==> config.mk <==
export PLATFORM = sky130hd
export DESIGN_NAME = sensor_advert_tlv_parser_top
export DESIGN_NICKNAME = d
export VERILOG_FILES = /design/src/sv/sat_pkg.sv /design/src/sv/sat_front.sv /design/src/sv/sat_queue.sv /design/src/sv/sat_back.sv /design/src/sv/sensor_advert_tlv_parser_top.sv
export VERILOG_INCLUDE_DIRS = /design/src /design/src/sv
export SDC_FILE = /design/constraint.sdc
export NUM_CORES = 1
export LEC_CHECK = 0
export BUFFER_PORTS_ARGS = -buffer_cell sky130_fd_sc_hd__buf_2
export CAP_MARGIN = 20
export CORE_ASPECT_RATIO = 1.25
export CORE_MARGIN = 2
export CORE_UTILIZATION = 50
export DETAILED_ROUTE_END_ITERATION = 8
export PLACE_DENSITY = 0.68
export REMOVE_ABC_BUFFERS = 1
export SLEW_MARGIN = 30
export SYNTH_ARGS = -nofsm -noshare
export SYNTH_HDL_FRONTEND = slang
export SYNTH_SLANG_ARGS = --single-unit
==> constraint.sdc <==
create_clock -name i_clk -period 7.55 [get_ports i_clk]
set_input_delay 0 -clock i_clk [delete_from_list [all_inputs] [get_ports i_clk]]
set_output_delay 0 -clock i_clk [all_outputs]
set_load 0.01 [all_outputs]
==> src/sv/sensor_advert_tlv_parser_top_defines.svh <==
// Assertion macros shared by the sensor advertisement parser RTL.
`ifndef SENSOR_ADVERT_TLV_PARSER_TOP_DEFINES_SVH
`define SENSOR_ADVERT_TLV_PARSER_TOP_DEFINES_SVH

// Same-cycle implication, checked outside reset.
`define SAT_ASSERT_NOW(lbl, ante, cons, msg) \
    lbl: assert property (@(posedge i_clk) disable iff (!i_rst_n) (ante) |-> (cons)) \
        else $error(msg);

// Implication with a delayed consequent, checked outside reset.
`define SAT_ASSERT_TWO(lbl, ante, cons, msg) \
    lbl: assert property (@(posedge i_clk) disable iff (!i_rst_n) (ante) |-> ##2 (cons)) \
        else $error(msg);

`endif

==> src/sv/sat_pkg.sv <==
// Types and constants shared by the sensor advertisement parser modules.
`timescale 1ns / 1ps
`default_nettype none

package sat_pkg;

    // Configuration register indexes and reset values
    localparam int CfgIdxW = 2;
    localparam logic [CfgIdxW-1:0] CFG_COMPANY_ID   = 2'd0;
    localparam logic [CfgIdxW-1:0] CFG_CLIMATE_TYPE = 2'd1;
    localparam logic [CfgIdxW-1:0] CFG_BATTERY_TYPE = 2'd2;
    localparam logic [15:0] CompanyIdReset   = 16'h0157;
    localparam logic [7:0]  ClimateTypeReset = 8'h0D;
    localparam logic [7:0]  BatteryTypeReset = 8'h0A;

    // Record rules
    localparam logic [7:0] ClimateMinLen = 8'd4;
    localparam logic [7:0] BatteryMinLen = 8'd1;
    localparam logic [7:0] StageDepth    = 8'd3;
    localparam logic [1:0] HeaderLen     = 2'd2;

    // Operation queue between front and back
    localparam int QDepth = 4;
    localparam int QPtrW  = $clog2(QDepth);
    localparam int QCntW  = $clog2(QDepth + 1);

    typedef enum logic [1:0] {
        PH_TYPE,
        PH_LENGTH,
        PH_VALUE
    } t_phase;

    typedef enum logic [1:0] {
        CM_NONE,
        CM_CLIMATE,
        CM_BATTERY
    } t_commit;

    typedef struct packed {
        logic [15:0] company_id;
        logic [7:0]  climate_type;
        logic [7:0]  battery_type;
    } t_cfg;

    // One classified byte, as handed from front to back
    typedef struct packed {
        logic [7:0] data;
        logic       stage_en;
        logic [1:0] stage_idx;
        t_commit    commit;
        logic       last;
        logic       good;
    } t_op;

    typedef struct packed {
        logic               accepted;
        logic               climate_valid;
        logic signed [15:0] temperature_tenths;
        logic [7:0]         humidity_percent;
        logic               battery_valid;
        logic [7:0]         battery_percent;
    } t_result;

    typedef struct packed {
        logic full;
        logic empty;
    } t_q_status;

endpackage

`default_nettype wire

==> src/sv/sat_front.sv <==
// Front part: header check and record walk; classifies each byte into an operation.
`timescale 1ns / 1ps
`default_nettype none

module sat_front import sat_pkg::*; (
    input  wire logic       i_clk,
    input  wire logic       i_rst_n,
    input  wire t_cfg       i_cfg,
    input  wire logic       i_accept,
    input  wire logic [7:0] i_data_byte,
    input  wire logic       i_last_byte,
    output t_op             o_op
);

    logic [1:0] r_hdr_pos, n_hdr_pos;
    logic       r_hdr_match, n_hdr_match;
    t_phase     r_phase, n_phase;
    logic [7:0] r_rtype, n_rtype;
    logic [7:0] r_rlen, n_rlen;
    logic [7:0] r_vcount, n_vcount;

    logic [7:0] w_want;
    logic [7:0] w_vc_inc;
    t_commit    w_kind;

    // Pick the commit kind of the current record
    always_comb begin
        w_kind = CM_NONE;
        if (r_rtype == i_cfg.climate_type) begin
            if (r_rlen >= ClimateMinLen) begin
                w_kind = CM_CLIMATE;
            end
        end else if (r_rtype == i_cfg.battery_type) begin
            if (r_rlen >= BatteryMinLen) begin
                w_kind = CM_BATTERY;
            end
        end
    end

    assign w_want   = (r_hdr_pos == 2'd0) ? i_cfg.company_id[7:0] : i_cfg.company_id[15:8];
    assign w_vc_inc = r_vcount + 8'd1;

    // Advance the parse state and classify the byte
    always_comb begin
        n_hdr_pos   = r_hdr_pos;
        n_hdr_match = r_hdr_match;
        n_phase     = r_phase;
        n_rtype     = r_rtype;
        n_rlen      = r_rlen;
        n_vcount    = r_vcount;

        o_op.data      = i_data_byte;
        o_op.stage_en  = 1'b0;
        o_op.stage_idx = r_vcount[1:0];
        o_op.commit    = CM_NONE;
        o_op.last      = i_last_byte;

        if (r_hdr_pos < HeaderLen) begin
            if (i_data_byte != w_want) begin
                n_hdr_match = 1'b0;
            end
            n_hdr_pos = r_hdr_pos + 2'd1;
        end else begin
            case (r_phase)
                PH_TYPE: begin
                    n_rtype = i_data_byte;
                    n_phase = PH_LENGTH;
                end
                PH_LENGTH: begin
                    n_rlen   = i_data_byte;
                    n_vcount = 8'd0;
                    n_phase  = (i_data_byte == 8'd0) ? PH_TYPE : PH_VALUE;
                end
                PH_VALUE: begin
                    o_op.stage_en = (r_vcount < StageDepth);
                    if (w_vc_inc >= r_rlen) begin
                        o_op.commit = w_kind;
                        n_phase     = PH_TYPE;
                        n_vcount    = 8'd0;
                    end else begin
                        n_vcount = w_vc_inc;
                    end
                end
                default: begin
                    n_phase = PH_TYPE;
                end
            endcase
        end

        o_op.good = (n_hdr_pos >= HeaderLen) && n_hdr_match;

        // Drop all packet state after the final byte
        if (i_last_byte) begin
            n_hdr_pos   = 2'd0;
            n_hdr_match = 1'b1;
            n_phase     = PH_TYPE;
            n_rtype     = 8'd0;
            n_rlen      = 8'd0;
            n_vcount    = 8'd0;
        end
    end

    always_ff @(posedge i_clk) begin
        if (!i_rst_n) begin
            r_hdr_pos   <= 2'd0;
            r_hdr_match <= 1'b1;
            r_phase     <= PH_TYPE;
            r_rtype     <= 8'd0;
            r_rlen      <= 8'd0;
            r_vcount    <= 8'd0;
        end else if (i_accept) begin
            r_hdr_pos   <= n_hdr_pos;
            r_hdr_match <= n_hdr_match;
            r_phase     <= n_phase;
            r_rtype     <= n_rtype;
            r_rlen      <= n_rlen;
            r_vcount    <= n_vcount;
        end
    end

endmodule

`default_nettype wire

==> src/sv/sat_queue.sv <==
// Short operation queue between the front and back parts.
`timescale 1ns / 1ps
`default_nettype none

module sat_queue import sat_pkg::*; (
    input  wire logic i_clk,
    input  wire logic i_rst_n,
    input  wire logic i_push,
    input  wire t_op  i_op,
    input  wire logic i_pop,
    output t_op       o_op,
    output t_q_status o_status
);

    t_op              r_mem [QDepth];
    logic [QPtrW-1:0] r_wr_ptr;
    logic [QPtrW-1:0] r_rd_ptr;
    logic [QCntW-1:0] r_count;
    logic             w_push;
    logic             w_pop;

    assign o_status.full  = (r_count == QCntW'(QDepth));
    assign o_status.empty = (r_count == '0);
    assign w_push = i_push && !o_status.full;
    assign w_pop  = i_pop && !o_status.empty;
    assign o_op   = r_mem[r_rd_ptr];

    // Store the pushed item
    always_ff @(posedge i_clk) begin
        if (w_push) begin
            r_mem[r_wr_ptr] <= i_op;
        end
    end

    // Advance pointers and count
    always_ff @(posedge i_clk) begin
        if (!i_rst_n) begin
            r_wr_ptr <= '0;
            r_rd_ptr <= '0;
            r_count  <= '0;
        end else begin
            if (w_push) begin
                r_wr_ptr <= r_wr_ptr + QPtrW'(1);
            end
            if (w_pop) begin
                r_rd_ptr <= r_rd_ptr + QPtrW'(1);
            end
            case ({w_push, w_pop})
                2'b10:   r_count <= r_count + QCntW'(1);
                2'b01:   r_count <= r_count - QCntW'(1);
                default: r_count <= r_count;
            endcase
        end
    end

endmodule

`default_nettype wire

==> src/sv/sat_back.sv <==
// Back part: stages value bytes, commits records and builds the packet result.
`timescale 1ns / 1ps
`default_nettype none

module sat_back import sat_pkg::*; (
    input  wire logic i_clk,
    input  wire logic i_rst_n,
    input  wire t_op  i_op,
    input  wire logic i_op_valid,
    output logic      o_op_take,
    input  wire logic i_res_pop,
    output logic      o_res_valid,
    output t_result   o_res
);

    logic [7:0]  r_stage [3];
    logic [7:0]  n_stage [3];
    logic [15:0] r_temp, n_temp;
    logic [7:0]  r_hum, n_hum;
    logic [7:0]  r_bat, n_bat;
    logic        r_found_cl, n_found_cl;
    logic        r_found_bt, n_found_bt;
    logic        r_res_valid;
    t_result     r_res, n_res;
    logic        w_cl;
    logic        w_bt;

    // Take an item unless it is a final byte and the result slot stays full
    assign o_op_take   = i_op_valid && (!i_op.last || !r_res_valid || i_res_pop);
    assign o_res_valid = r_res_valid;
    assign o_res       = r_res;

    // Apply the stage write, then the commit that may use it
    always_comb begin
        for (int k = 0; k < 3; k++) begin
            n_stage[k] = r_stage[k];
        end
        if (i_op.stage_en) begin
            n_stage[i_op.stage_idx] = i_op.data;
        end

        n_temp     = r_temp;
        n_hum      = r_hum;
        n_bat      = r_bat;
        n_found_cl = r_found_cl;
        n_found_bt = r_found_bt;
        case (i_op.commit)
            CM_CLIMATE: begin
                n_temp     = {n_stage[1], n_stage[0]};
                n_hum      = n_stage[2];
                n_found_cl = 1'b1;
            end
            CM_BATTERY: begin
                n_bat      = n_stage[0];
                n_found_bt = 1'b1;
            end
            default: begin
            end
        endcase

        // Build the result from the updated packet state
        w_cl = i_op.good && n_found_cl;
        w_bt = i_op.good && n_found_bt;
        n_res.accepted           = w_cl || w_bt;
        n_res.climate_valid      = w_cl;
        n_res.temperature_tenths = w_cl ? n_temp : 16'sd0;
        n_res.humidity_percent   = w_cl ? n_hum : 8'd0;
        n_res.battery_valid      = w_bt;
        n_res.battery_percent    = w_bt ? n_bat : 8'd0;
    end

    // Hold staged and committed values
    always_ff @(posedge i_clk) begin
        if (o_op_take) begin
            for (int k = 0; k < 3; k++) begin
                r_stage[k] <= n_stage[k];
            end
            r_temp <= n_temp;
            r_hum  <= n_hum;
            r_bat  <= n_bat;
        end
        if (o_op_take && i_op.last) begin
            r_res <= n_res;
        end
    end

    // Track found flags and the result slot
    always_ff @(posedge i_clk) begin
        if (!i_rst_n) begin
            r_found_cl  <= 1'b0;
            r_found_bt  <= 1'b0;
            r_res_valid <= 1'b0;
        end else begin
            if (o_op_take) begin
                r_found_cl <= i_op.last ? 1'b0 : n_found_cl;
                r_found_bt <= i_op.last ? 1'b0 : n_found_bt;
            end
            if (o_op_take && i_op.last) begin
                r_res_valid <= 1'b1;
            end else if (i_res_pop) begin
                r_res_valid <= 1'b0;
            end
        end
    end

endmodule

`default_nettype wire

==> src/sv/sensor_advert_tlv_parser_top.sv <==
// Throughput: one byte per cycle while the queue is not full; a four-entry operation
// queue parts front and back. A packet's final byte is written into the queue behind
// any items it holds; once the back takes it, the result register loads the result,
// which shows on the result ports until pop takes it. The single result register
// stalls the back only on a final byte while full.
// Reset: synchronous, active low; clears parse state, queue and result slot and
// loads the configuration registers with their reset values.
`timescale 1ns / 1ps
`default_nettype none
`include "sensor_advert_tlv_parser_top_defines.svh"

module sensor_advert_tlv_parser_top import sat_pkg::*; (
    input  wire logic                i_clk,
    input  wire logic                i_rst_n,
    input  wire logic                i_cfg_we,
    input  wire logic [CfgIdxW-1:0]  i_cfg_idx,
    input  wire logic [15:0]         i_cfg_wdata,
    input  wire logic                push,
    output logic                     full,
    input  wire logic [7:0]          i_data_byte,
    input  wire logic                i_last_byte,
    output logic                     empty,
    input  wire logic                pop,
    output logic                     o_accepted,
    output logic                     o_climate_valid,
    output logic signed [15:0]       o_temperature_tenths,
    output logic [7:0]               o_humidity_percent,
    output logic                     o_battery_valid,
    output logic [7:0]               o_battery_percent
);

    t_cfg      r_cfg;
    t_op       w_front_op;
    t_op       w_head_op;
    t_q_status w_q_status;
    logic      w_accept;
    logic      w_take;
    logic      w_res_valid;
    t_result   w_res;

    // Write configuration registers
    always_ff @(posedge i_clk) begin
        if (!i_rst_n) begin
            r_cfg.company_id   <= CompanyIdReset;
            r_cfg.climate_type <= ClimateTypeReset;
            r_cfg.battery_type <= BatteryTypeReset;
        end else if (i_cfg_we) begin
            case (i_cfg_idx)
                CFG_COMPANY_ID:   r_cfg.company_id   <= i_cfg_wdata;
                CFG_CLIMATE_TYPE: r_cfg.climate_type <= i_cfg_wdata[7:0];
                CFG_BATTERY_TYPE: r_cfg.battery_type <= i_cfg_wdata[7:0];
                default: begin
                end
            endcase
        end
    end

    assign full     = w_q_status.full;
    assign w_accept = push && !w_q_status.full;

    sat_front u_front (
        .i_clk       (i_clk),
        .i_rst_n     (i_rst_n),
        .i_cfg       (r_cfg),
        .i_accept    (w_accept),
        .i_data_byte (i_data_byte),
        .i_last_byte (i_last_byte),
        .o_op        (w_front_op)
    );

    sat_queue u_queue (
        .i_clk    (i_clk),
        .i_rst_n  (i_rst_n),
        .i_push   (w_accept),
        .i_op     (w_front_op),
        .i_pop    (w_take),
        .o_op     (w_head_op),
        .o_status (w_q_status)
    );

    sat_back u_back (
        .i_clk       (i_clk),
        .i_rst_n     (i_rst_n),
        .i_op        (w_head_op),
        .i_op_valid  (!w_q_status.empty),
        .o_op_take   (w_take),
        .i_res_pop   (pop),
        .o_res_valid (w_res_valid),
        .o_res       (w_res)
    );

    assign empty                = !w_res_valid;
    assign o_accepted           = w_res.accepted;
    assign o_climate_valid      = w_res.climate_valid;
    assign o_temperature_tenths = w_res.temperature_tenths;
    assign o_humidity_percent   = w_res.humidity_percent;
    assign o_battery_valid      = w_res.battery_valid;
    assign o_battery_percent    = w_res.battery_percent;

    `SAT_ASSERT_NOW(a_accept_flags, !empty,
        o_accepted == (o_climate_valid || o_battery_valid), "accept flag disagrees with valids")
    `SAT_ASSERT_NOW(a_climate_zero, !empty && !o_climate_valid,
        o_temperature_tenths == 16'sd0 && o_humidity_percent == 8'd0,
        "climate fields set without a climate record")
    `SAT_ASSERT_TWO(a_result_latency, w_accept && i_last_byte && w_q_status.empty && empty,
        !empty, "result missing two cycles after final byte")

endmodule

`default_nettype wire

# Word level (Yosys, flattened, before mapping)
# Memory sizes are Yosys's and may differ from the RTL's. A register that Yosys moved wholly into a read port is not among the register bits.
# Index checks and enable logic that the tools add are counted.
# word_totals
ff_bits	138
n_memories	2
mem_bits_rw	84
# mem_list
name	depth	width	rd	rd_clocked_by_memory_dff	write_ports	line_no	rtl
u_queue.r_mem	4	15	1	1	1	sat_queue.sv:15	t_op r_mem [QDepth];
u_back.r_stage	3	8	3	0	3	sat_back.sv:16	logic [7:0] r_stage [3];
# classes
reduce_logical	33
n_mux	50
add_sub_neg	6
order_cmp	8
eq_ne	14
n_bitwise	1
# ops
operator	n
2-to-1 mux 8 bit	13
2-to-1 mux 2 bit	14
bitwise mux 24 bit	1
2-to-1 mux 24 bit	1
demux 8 bit (select 2 bit)	1
== test 8 bit	2
2-to-1 mux 1 bit	16
2-to-1 mux 16 bit	1
case mux 8 bit (2 select lines)	1
AND reduction 3 bit	4
logical AND 1 bit	9
adder 8 x 1 -> 8 bit, second input constant	1
== test 2 x 1 -> 1 bit, second input constant	4
== test 2 bit, second input constant	4
greater-or-equal comparator 8 x 1 -> 1 bit, second input constant	1
greater-or-equal comparator 8 x 3 -> 1 bit, second input constant	1
greater-or-equal comparator 8 bit	1
zero test 8 bit	1
< comparator 8 x 2 -> 1 bit, second input constant	1
!= test 8 bit	1
nonzero test 2 bit	4
adder 2 x 1 -> 2 bit, second input constant	3
zero test 2 bit	3
case mux 2 bit (3 select lines)	1
other kinds (16)	23

# Longest topological paths before layout
# logic_depth
ltp_word	8
depth_mapped	11
depth_no_buf	10

# By module
# A second synthesis with hierarchy kept.
# unflattened
cells_unflattened	834
area_unflattened_um2	10148.5
# modules_own_cells
mod	area_per_inst_um2	cells_per_inst	n_inst
sat_back	4018.9	313	1
sat_queue	2670.1	132	1
sat_front	2132.0	254	1
sensor_advert_tlv_parser_top	1327.5	135	1

# Worst setup path before layout
# Ideal clock, no wire load.
# synth_path
path_type	register -> register
startpoint	register (tool-made name)
endpoint	register u_queue.r_count[2]
slack_ns	1.698
setup_ns	0.076
stages_incl_launch_ff	11
required_ns	7.474
n_path_buf	2
arrival_ns	5.777
path_cell_list	dfxtp_1 buf_6 buf_2 mux4_2 a21oi_1 ha_1 inv_1 fa_1 xor2_1 or3_1 a21boi_0
# synth_rtl
item	line_no	rtl
end signal, assigned	sat_queue.sv:49	2'b10: r_count <= r_count + QCntW'(1);
end signal, assigned	sat_queue.sv:50	2'b01: r_count <= r_count - QCntW'(1);
end signal, assigned	sat_queue.sv:51	default: r_count <= r_count;
end, declared	sat_queue.sv:18	logic [QCntW-1:0] r_count;

==> impl_metrics.yaml <==
power:
  clkPwrFrac_pct: 24.9
  p_sw_share_pct: 31.2
  comb_power_share_pct: 29.1
  total_power_mw: 4.14
  intPower_mw: 2.85
  pwr-share-seq_pct: 45.9
  p_per_area_nw_per_um2: 370
  p_leak_nw: 4.38
  vdd.ir_drop.worst_uv: 199
  p_switching_mw: 1.29
synthesis:
  synth-edff-count: 151
  async_flop_share_pct: 0
  ys_warn_count: 0
  synth.avg_cell_area_um2: 12.5
  synth_area_um2: 9680
  synth_top_area_share_pct: 46.9
  syn_inst: 777
  ys_ff_latch: 224
  synth.area.top_cells: "edfxtp_1, dfxtp_1, mux2i_1"
  synthFlopType: "edfxtp_1"
  ys_seq_area_share_pct: 62.0
  yosysTopAreaCell: "edfxtp_1"
  synth_cell_types: 49
setup_path:
  crit_type: "register to register"
  end_kind: "register"
  cp_data_arrival_time_ps: 3260
  cp_max_fo: 11
  r2r_cells: 9
  r2r-start: "u_front.r_vcount[0]"
  r2r_slack_ps: 4540
  cp_data_required_time_ps: 7800
  worstReg2RegEnd: "u_queue.r_mem[1][3]"
  start_kind: "register"
finish:
  layout-area-overhead-vs-synth_pct: 15.6
  fillers: 1461
  multi_input_area_um2: 3450
  regArea_um2: 6000
  final_nets: 913
  diodes: 0
  drive_gt1_share_pct: 15.1
floorplan:
  fp.dieW_um: 128
  rows: 56
  dieArea_um2: 20500
  die-height_um: 160
  start_util_pct: 51.3
  core_area_um2: 18800
  io_pins: 69
detailed_routing:
  vias_per_cell: 5.47
  postRouteAntennaNets: 0
  wirelength_um: 19000
  num_vias: 6088
  drcViolationCount: 0
  drt_pre_antenna_iters: 5
  wl_per_cell_um: 17.0
  drtIter0Drc: 449
clocking:
  root_buffer: "clkbuf_16"
  cts_max_path_buffers: 3
  clk_pin_slew_ps: 60
  post_cts_buffers: 0
  cts_htree_levels: 1
  cts_tree: "yes"
  cts_buffers: 22
  cts_sinks: 224
  clock_latency_ps: 500
global_routing:
  antenna_found_initial: 0
  grtUsageTotal_pct: 18.7
  grt_pass1_wl_um: 31000
  grt_max_degree: 80
  grt_pass1_vias: 6228
  grt_overflow: 0
sta:
  grt_setup_unrepaired: "no"
  min_period_over_period_pct: 39.9
  totalNegativeSetupSlack_ps: 0
  min_period_ps: 3010
  tightest_slew_ps: 890
  setup_ws_ps: 4540
  slew_violations: 0
  max_freq_mhz: 332
  maxSlewHeadroom_pct: 40.5
  hold_viol: 0
  skew_ps: 8.09
  finalSetupViolCount: 0
placed_design:
  hpwl_um: 13100
  pre_cts_slack_ps: 4550
  port_buffers: 68
  gp_congestion: 0.797
hold_path:
  min_to: "r_cfg[22]"
  min_path_cells: 5
  hold_start: "i_cfg_idx[1]"
  hp-class: "input pin to register"
status:
  outcome: "completed"
run:
  drv_cap: 0
==> final cells by class <==
cell class                      instances  share of cell area [%]
Tap cell                              232                    2.59
Clock buffer                           37                    5.70
Sequential cell                       224                    53.6
Timing Repair Buffer                  101                    6.02
Multi-Input combinational cell        490                    30.9
Inverter                               26                   0.872
Clock inverter                          3                   0.380
==> power by group through the flow <==
| stage | combinational (mW) | sequential [mW] | clock [mW] |
|---|---|---|---|
| floorplan | 0.770 | 1.98 | 0 |
| global placement | 1.14 | 1.91 | 0 |
| detailed placement | 1.21 | 1.93 | 0 |
| CTS | 1.22 | 1.91 | 1.06 |
| global route | 1.35 | 1.93 | 1.11 |
| finish | 1.21 | 1.90 | 1.03 |
==> cells by family (layout without fill, tap and decap cells) <==
kind of cell / Yosys count / count (layout) / synth area share (%)
buffers and inverters: 63 / 167 / 2.66
adders and majority gates: 16 / 16 / 2.15
xor gates and xnor gates: 36 / 36 / 3.26
DFF: 224 / 224 / 62.0
and+or+nand+nor: 289 / 289 / 15.0
AOI/OAI and AO/OA: 85 / 85 / 5.88
muxes: 64 / 64 / 9.05
==> worst max-delay path by stage <==
stage / slack, ps / cells past startpoint / from / end
floorplan: 1530 / 8 / register / u_queue.r_count[2]
global placement: 4370 / 5 / register / u_back.o_res[32]
detailed placement: 4550 / 6 / register / u_back.o_res[29]
CTS: 4550 / 6 / register / u_back.o_res[29]
global route: 4290 / 9 / u_queue.r_count[2] / u_queue.r_count[2]
finish: 4540 / 9 / u_front.r_vcount[0] / u_queue.r_mem[1][3]
==> Yosys cell counts (2+ instances only) <==
cell type  number
and2_1         35
mux2i_2         6
ha_1           15
a31oi_1        16
xor2_1         23
o21a_1          2
mux4_2         15
a41o_1          2
nor2_1         41
clkbuf_1       29
o221ai_1        4
a21boi_0       16
nor3_1          6
and3_1          4
nand2_1       105
mux2i_4         2
nor2b_1        42
buf_6           2
nor4_1         11
inv_1          25
edfxtp_1      151
buf_2           5
xnor2_1        13
o21ai_0         4
nand2b_1        5
nand4_1         5
nand4b_1        5
mux2i_1        41
nand3b_1        3
dfxtp_1        73
a21oi_1        26
nand3_1        13
nor3b_1         7
o21ai_2         3
a311oi_1        8
==> worst max-delay path, cell delays in order, from the launching register on <==
cell	delay [ps]
dfxtp_1	480
and3_1	290
and3_1	270
nand3_1	120
xnor2_1	170
ha_1	330
nand4_1	100
o31a_1	380
nand2b_1	210
nor3_1	410
==> cells in the final DEF, fill, tap and decap left out, types with 6 or more instances in the layout <==
master and n:
edfxtp_1 151, inv_1 25, buf_2 68, xor2_1 23, nor2b_1 41, buf_4 6, and2_1 35, nand2_1 105
ha_1 15, clkbuf_16 23, xnor2_1 13, nor2_1 41, nand3_1 13, clkbuf_1 13, a311oi_1 8, nor4_1 11
dfxtp_1 73, a21boi_0 16, dlygate4sd3_1 26, a31oi_1 16, mux2i_2 6, nor3_1 6, mux4_2 15, mux2i_1 41
a21oi_1 25
==> layer usage <==
layer | global-route usage (%) | up-vias | part of all wire (%)
met4 | 7.14 | 0 | 3.5
met3 | 2.62 | 46 | 3.9
li1 | - | 2967 | -
met1 | 22.2 | 2932 | 40
met5 | 0 | - | 0
met2 | 33.9 | 143 | 52
==> state kept, by name, summed over array words and instances (netlist names), named ones only <==
name / count
u_back.r_stage: 24
u_back.r_bat: 8
u_queue.r_rd_ptr: 2
u_front.r_phase: 2
u_front.r_rtype: 8
u_front.r_rlen: 8
u_back.r_found_cl: 1
u_queue.r_wr_ptr: 2
u_front.r_hdr_match: 1
u_back.r_found_bt: 1
u_back.r_hum: 8
u_back.o_res: 35
u_front.r_hdr_pos: 2
u_back.r_temp: 16
r_cfg: 32
u_queue.r_mem: 60
u_queue.r_count: 3
u_front.r_vcount: 8
u_back.o_res_valid: 1
==> repair_timing <==
| item | CTS | global route |
|---|---|---|
| endpoints found under the hold margin | 69 | 0 |
| hold buffers | 26 | 0 |
| gates resized for setup | 0 | 0 |
==> through the flow <==
stage	util [%]	cell area, µm²	cells	hold WS (ps)
2_1_floorplan	-	9520	740	61.9
3_3_place_gp	54.2	10200	1046	228
3_5_place_dp	54.4	10200	1047	249
4_1_cts	59.4	11200	1113	12.0
5_1_grt	59.4	11200	1113	48.7
6_report	59.4	11200	1113	33.1
No activity file was read; power rests on OpenSTA's default activity.
